**config.mk**
```make
export PLATFORM = sky130hd
export DESIGN_NAME = vcrd_ctrl
export DESIGN_NICKNAME = d
export VERILOG_FILES = /design/src/hdl/vcrd_pkg.sv /design/src/hdl/vcrd_ctrl.sv
export SDC_FILE = /design/constraint.sdc
export NUM_CORES = 1
export LEC_CHECK = 0
export BUFFER_PORTS_ARGS = -buffer_cell sky130_fd_sc_hd__buf_2
export CORE_ASPECT_RATIO = 1.2
export CORE_UTILIZATION = 34
export CTS_BUF_LIST = sky130_fd_sc_hd__clkbuf_2 sky130_fd_sc_hd__clkbuf_4 sky130_fd_sc_hd__clkbuf_8
export CTS_CLUSTER_DIAMETER = 30
export DETAILED_ROUTE_END_ITERATION = 6
export SYNTH_ARGS = -nofsm -noshare
export SYNTH_HDL_FRONTEND = slang
export SYNTH_SLANG_ARGS = --single-unit
```
**constraint.sdc**
```tcl
create_clock -name clk_i -period 2.2 [get_ports clk_i]
set_input_delay 0.11 -clock clk_i [delete_from_list [all_inputs] [get_ports clk_i]]
set_output_delay 0.11 -clock clk_i [all_outputs]
set_load 0.02 [all_outputs]
```
**src/hdl/vcrd_pkg.sv**
```systemverilog
`timescale 1ns / 1ps

package vcrd_pkg;

  typedef enum logic [2:0] {
    OP_READ    = 3'd0,
    OP_WRITE   = 3'd1,
    OP_ACQUIRE = 3'd2,
    OP_RELEASE = 3'd3,
    OP_FORK    = 3'd4,
    OP_JOIN    = 3'd5
  } op_e;

  // Datapath steps requested by the controller, at most one step bit per cycle.
  typedef struct packed {
    op_e  op;
    logic clear;
    logic load;
    logic ep0;
    logic ep1;
    logic ep2;
    logic rd_dec;
    logic wr_dec;
    logic sh_wr;
    logic scan_rd;
    logic scan_cmp;
    logic mg_rd1;
    logic mg_rd2;
    logic mg_wr;
    logic rl_rd;
    logic rl_wr;
    logic ad_rd;
    logic ad_wr;
    logic done;
  } dp_cmd_t;

  typedef struct packed {
    logic in_ok;
    logic clr_last;
    logic last;
    logic rd_shclr;
    logic wr_scan;
  } dp_stat_t;

endpackage

```
**src/hdl/vcrd_ctrl.sv**
```systemverilog
`timescale 1ns / 1ps

module vcrd_ctrl (
  input  logic               clk_i,
  input  logic               rst_ni,
  input  logic               in_valid_i,
  output logic               in_ready_o,
  input  logic [2:0]         cmd_i,
  output logic               out_valid_o,
  input  logic               out_ready_i,
  input  vcrd_pkg::dp_stat_t stat_i,
  output vcrd_pkg::dp_cmd_t  dcmd_o
);
  import vcrd_pkg::*;

  typedef enum logic [17:0] {
    S_CLR   = 18'h00001,
    S_IDLE  = 18'h00002,
    S_EP0   = 18'h00004,
    S_EP1   = 18'h00008,
    S_EP2   = 18'h00010,
    S_RDEC  = 18'h00020,
    S_WDEC  = 18'h00040,
    S_SHCLR = 18'h00080,
    S_SCRD  = 18'h00100,
    S_SCCMP = 18'h00200,
    S_MG1   = 18'h00400,
    S_MG2   = 18'h00800,
    S_MGW   = 18'h01000,
    S_RLRD  = 18'h02000,
    S_RLWR  = 18'h04000,
    S_ADRD  = 18'h08000,
    S_ADWR  = 18'h10000,
    S_DONE  = 18'h20000
  } state_e;

  state_e state_q, state_d;
  op_e    op_q, op_d;
  logic   out_valid_q, out_valid_d;
  logic   accept;
  logic   slot_free;

  assign in_ready_o  = (state_q == S_IDLE);
  assign accept      = in_valid_i && in_ready_o;
  assign slot_free   = !out_valid_q || out_ready_i;
  assign out_valid_o = out_valid_q;

  always_comb begin
    state_d     = state_q;
    op_d        = op_q;
    out_valid_d = out_valid_q;
    dcmd_o      = '0;
    dcmd_o.op   = op_q;
    if (out_valid_q && out_ready_i) begin
      out_valid_d = 1'b0;
    end
    case (state_q)
      S_CLR: begin
        dcmd_o.clear = 1'b1;
        if (stat_i.clr_last) begin
          state_d = S_IDLE;
        end
      end
      S_IDLE: begin
        if (accept) begin
          dcmd_o.load = 1'b1;
          op_d        = op_e'(cmd_i);
          if (!stat_i.in_ok) begin
            state_d = S_DONE;
          end else begin
            case (cmd_i)
              OP_READ, OP_WRITE:           state_d = S_EP0;
              OP_ACQUIRE, OP_FORK, OP_JOIN: state_d = S_MG1;
              OP_RELEASE:                  state_d = S_RLRD;
              default:                     state_d = S_DONE;
            endcase
          end
        end
      end
      S_EP0: begin
        dcmd_o.ep0 = 1'b1;
        state_d    = S_EP1;
      end
      S_EP1: begin
        dcmd_o.ep1 = 1'b1;
        state_d    = S_EP2;
      end
      S_EP2: begin
        dcmd_o.ep2 = 1'b1;
        state_d    = (op_q == OP_READ) ? S_RDEC : S_WDEC;
      end
      S_RDEC: begin
        dcmd_o.rd_dec = 1'b1;
        state_d       = stat_i.rd_shclr ? S_SHCLR : S_DONE;
      end
      S_WDEC: begin
        dcmd_o.wr_dec = 1'b1;
        state_d       = stat_i.wr_scan ? S_SCRD : S_DONE;
      end
      S_SHCLR: begin
        dcmd_o.sh_wr = 1'b1;
        if (stat_i.last) begin
          state_d = S_DONE;
        end
      end
      S_SCRD: begin
        dcmd_o.scan_rd = 1'b1;
        state_d        = S_SCCMP;
      end
      S_SCCMP: begin
        dcmd_o.scan_cmp = 1'b1;
        state_d         = stat_i.last ? S_DONE : S_SCRD;
      end
      S_MG1: begin
        dcmd_o.mg_rd1 = 1'b1;
        state_d       = S_MG2;
      end
      S_MG2: begin
        dcmd_o.mg_rd2 = 1'b1;
        state_d       = S_MGW;
      end
      S_MGW: begin
        dcmd_o.mg_wr = 1'b1;
        if (!stat_i.last) begin
          state_d = S_MG1;
        end else begin
          state_d = (op_q == OP_ACQUIRE) ? S_DONE : S_ADRD;
        end
      end
      S_RLRD: begin
        dcmd_o.rl_rd = 1'b1;
        state_d      = S_RLWR;
      end
      S_RLWR: begin
        dcmd_o.rl_wr = 1'b1;
        state_d      = stat_i.last ? S_ADRD : S_RLRD;
      end
      S_ADRD: begin
        dcmd_o.ad_rd = 1'b1;
        state_d      = S_ADWR;
      end
      S_ADWR: begin
        dcmd_o.ad_wr = 1'b1;
        state_d      = S_DONE;
      end
      S_DONE: begin
        if (slot_free) begin
          dcmd_o.done = 1'b1;
          out_valid_d = 1'b1;
          state_d     = S_IDLE;
        end
      end
      default: begin
        state_d = S_CLR;
      end
    endcase
  end

  always_ff @(posedge clk_i or negedge rst_ni) begin
    if (!rst_ni) begin
      state_q     <= S_CLR;
      op_q        <= OP_READ;
      out_valid_q <= 1'b0;
    end else begin
      state_q     <= state_d;
      op_q        <= op_d;
      out_valid_q <= out_valid_d;
    end
  end

endmodule

```
==> results by group <==
Timing
  • Slew Viols, Final: 0
  • Crit share post-route: 0.9750
  • WHS: 0.06371 ns
  • Minimum clock period: 2.145 ns
  • Slew @ Worst Pin: 0.5219 ns
  • Slew headroom: 0.6521
  • Final Setup Violations: 0
  • Hold Fails Final Rpt: 0
  • RSZ-0062 raised after global routing: yes
  • Clock skew: 0.005657 ns
  • Peak Freq: 466.2 MHz

Global routing
  • Overflow after GRT: 0
  • First-pass GRT wire length: 7058 um
  • Initial antenna violation count: 0
  • Pin count of the biggest net entering global routing: 23
  • GRT Resource Usage Total: 0.2152
  • Vias in the first global route: 1468

Finish
  • Antenna diode count: 0
  • Filler cells: 393
  • Layout cells sized above 1: 0.4744
  • Layout area overhead: 43.19%
  • Total Nets Final: 228
  • Fin util: 0.5159

Synth
  • Distinct cell type count of the synthesized netlist: 46
  • Synth Register Bits: 22
  • Synth Instances: 149
  • Syn nets: 161
  • Sequential share of the synthesized area: 0.3825
  • Number of flops mapped to enable cells by yosys: 0
  • Post-synth ARST share: 1.000
  • Main synth FF type: dfrtp_1
  • Post-Syn Area: 1443 um2
  • Dominant cell type by area after synthesis: dfrtp_1
  • Share of the synthesized area in the top cell type: 0.3643
  • YS warnings: 0
  • Synthesized area per cell: 9.682 um2
  • Synth top area cells: dfrtp_1 36%, nor2_1 4.2%, nor3b_1 4.2%

CTS
  • CTS clk-pin slew, worst paths: 0.09 ns
  • Inserted Clock Buffers: 3
  • # H-tree levels: 1
  • Clk sinks: 22
  • TritonCTS clock tree: built
  • CTS Root Cell: clkbuf_8
  • Worst skew pair latency: 0.27 ns
  • Clk buf depth: 2

Hold path
  • HP Class: in2reg
  • Hold Startpoint: stat_i[0]

Die
  • Top-Level Pins: 35
  • Die footprint: 4509 um2
  • Core area: 4004 um2
  • Die Ht: 73.36 um
  • Initial core utilization: 0.3603
  • Row count: 25
  • Die width: 61.47 um

Worst setup path
  • CP delay by family, top: simple AND/OR/NAND/NOR gates
  • Worst path cell trace: nor4_4, buf_6, nand4_1, or3b_4, nor2_4, buf_6
  • Crit path kind: reg2out
  • Reg2reg setup slack: 0.08 ns
  • Critical Path RT: 2.09 ns
  • Crit end category: primary output
  • Stages on the worst setup path: 6
  • Crit path DAT: 2.03 ns
  • Max FO, Critical Path: 7
  • Crit path to: dcmd_o[0]
  • Worst r2r src: state_q[9]
  • Startpoint types: register
  • Worst r2r dst: state_q[13]
  • Cell repeated most along the worst path: buf_6
  • Critical path origin: state_q[10]
  • Slowest cell on crit path: or3b_4
  • R2r worst-path depth: 6
  • Worst path max stage delay: 0.48 ns
  • Worst path bufs/invs: 2

Run
  • Max cap viols: 0

Place
  • DP Wirelength: 3170 um
  • GPL Wtd Cong: 0.9414
  • PortBufs: 34

Routing
  • Wirelength, routed: 4437 um
  • Antenna Nets Post-Route: 0
  • Routed WL per cell: 16.49 um
  • Drt first-iter violations: 55
  • # DRC: 0
  • Drt pass-1 iters: 4
  • Total number of vias: 1483
  • Vias per cell: 5.513

Power and ir drop
  • Static Leak: 0.9934 nW
  • Worst vdd ir: 0.4658 mV
  • P per Cell Area: 816.3 nW/um2

Outcome
  • Status: finished, final reports clean
[state kept, by name, summed over array words and instances, names as in the netlist]
name	flops
out_valid_o	1
state_q	18
op_q	3
[worst min path at each step]
stage,end,slack (ns),cells past startpoint
floorplan,op_q[0],-0.19,0
global placement,out_valid_o,0.11,1
detailed placement,out_valid_o,0.11,1
CTS,state_q[8],0.06,2
global route,state_q[8],0.07,2
finish,state_q[8],0.06,2
[per-layer routing]
| metal | track usage | up-vias | share of wire | wire (um) |
|---|---|---|---|---|
| li1 | - | 707 | - | - |
| met1 | 0.2619 | 706 | 0.40 | 1790 |
| met2 | 0.3587 | 56 | 0.51 | 2263 |
| met3 | 0.02113 | 14 | 0.046 | 206 |
| met5 | 0 | - | 0 | 0 |
| met4 | 0.1309 | 0 | 0.040 | 177 |
[what timing repair did]
item,4_1_cts,5_1_grt
setup buffers,5,7
endpoints found under the setup margin,5,10
hold buffers,1,0
gates resized for setup,6,23
hold endpoints to repair,21,0
pin swaps,1,8
[per-stage QoR]
step	TNS [ns]	total power, mW	setup WS (ns)	cell area [um2]	std cells
2_1_floorplan	0	0.9718	0.09134	1448	149
3_5_place_dp	0	1.273	0.06342	1800	252
3_3_place_gp	0	1.266	0.09976	1800	252
6_report	0	1.686	0.05510	2066	269
5_1_grt	-0.04630	1.784	-0.02454	2066	269
4_1_cts	0	1.606	0.003962	1924	262
[cell families (layout without fill, tap and decap cells)]
family | Yosys count | count (layout) | synth area share
xor+xnor | 5 | 5 | 0.03036
mux | 4 | 4 | 0.03035
simple gates | 84 | 84 | 0.4077
flops | 22 | 22 | 0.3825
buf+inv | 8 | 74 | 0.02688
compound gates | 26 | 26 | 0.1223
[power breakdown]
part,leakage [nW],internal (mW),switching (mW)
combinational,0.675,0.379,0.462
clock,0.0288,0.160,0.142
sequential,0.290,0.469,0.0754
[placed cells by master, fill, tap and decap left out, types with 5 or more instances in the layout]
master	Yosys	final
o21ai_0	6	6
buf_2	1	30
o22ai_1	5	5
nand4_1	6	6
nand2b_1	6	6
inv_1	5	5
buf_4	2	30
dfrtp_1	21	17
nor3b_1	8	6
nor2_1	16	14
nand2_1	6	5
[cell usage after synthesis (3+ instances only)]
cell type  number
dfrtp_1        21
nor2_1         16
nor3b_1         8
nor4_1          7
nand2_1         6
nand2b_1        6
nand4_1         6
o21ai_0         6
inv_1           5
nor3_1          5
o22ai_1         5
and4b_1         4
mux2_2          3
o21a_1          3
or3b_2          3
or4_1           3
xnor2_1         3
[final cells by class]
cell class              count  area [um2]  share of cell area
clock buffers               4       55.05             0.02665
multi-input cells         119       937.1              0.4537
flip-flops and latches     22       556.8              0.2695
repair buffers             65       430.4              0.2084
well taps                  54       67.56             0.03271
inverters                   5       18.77            0.009085
Note: power is estimated with default switching activity, not from simulation.
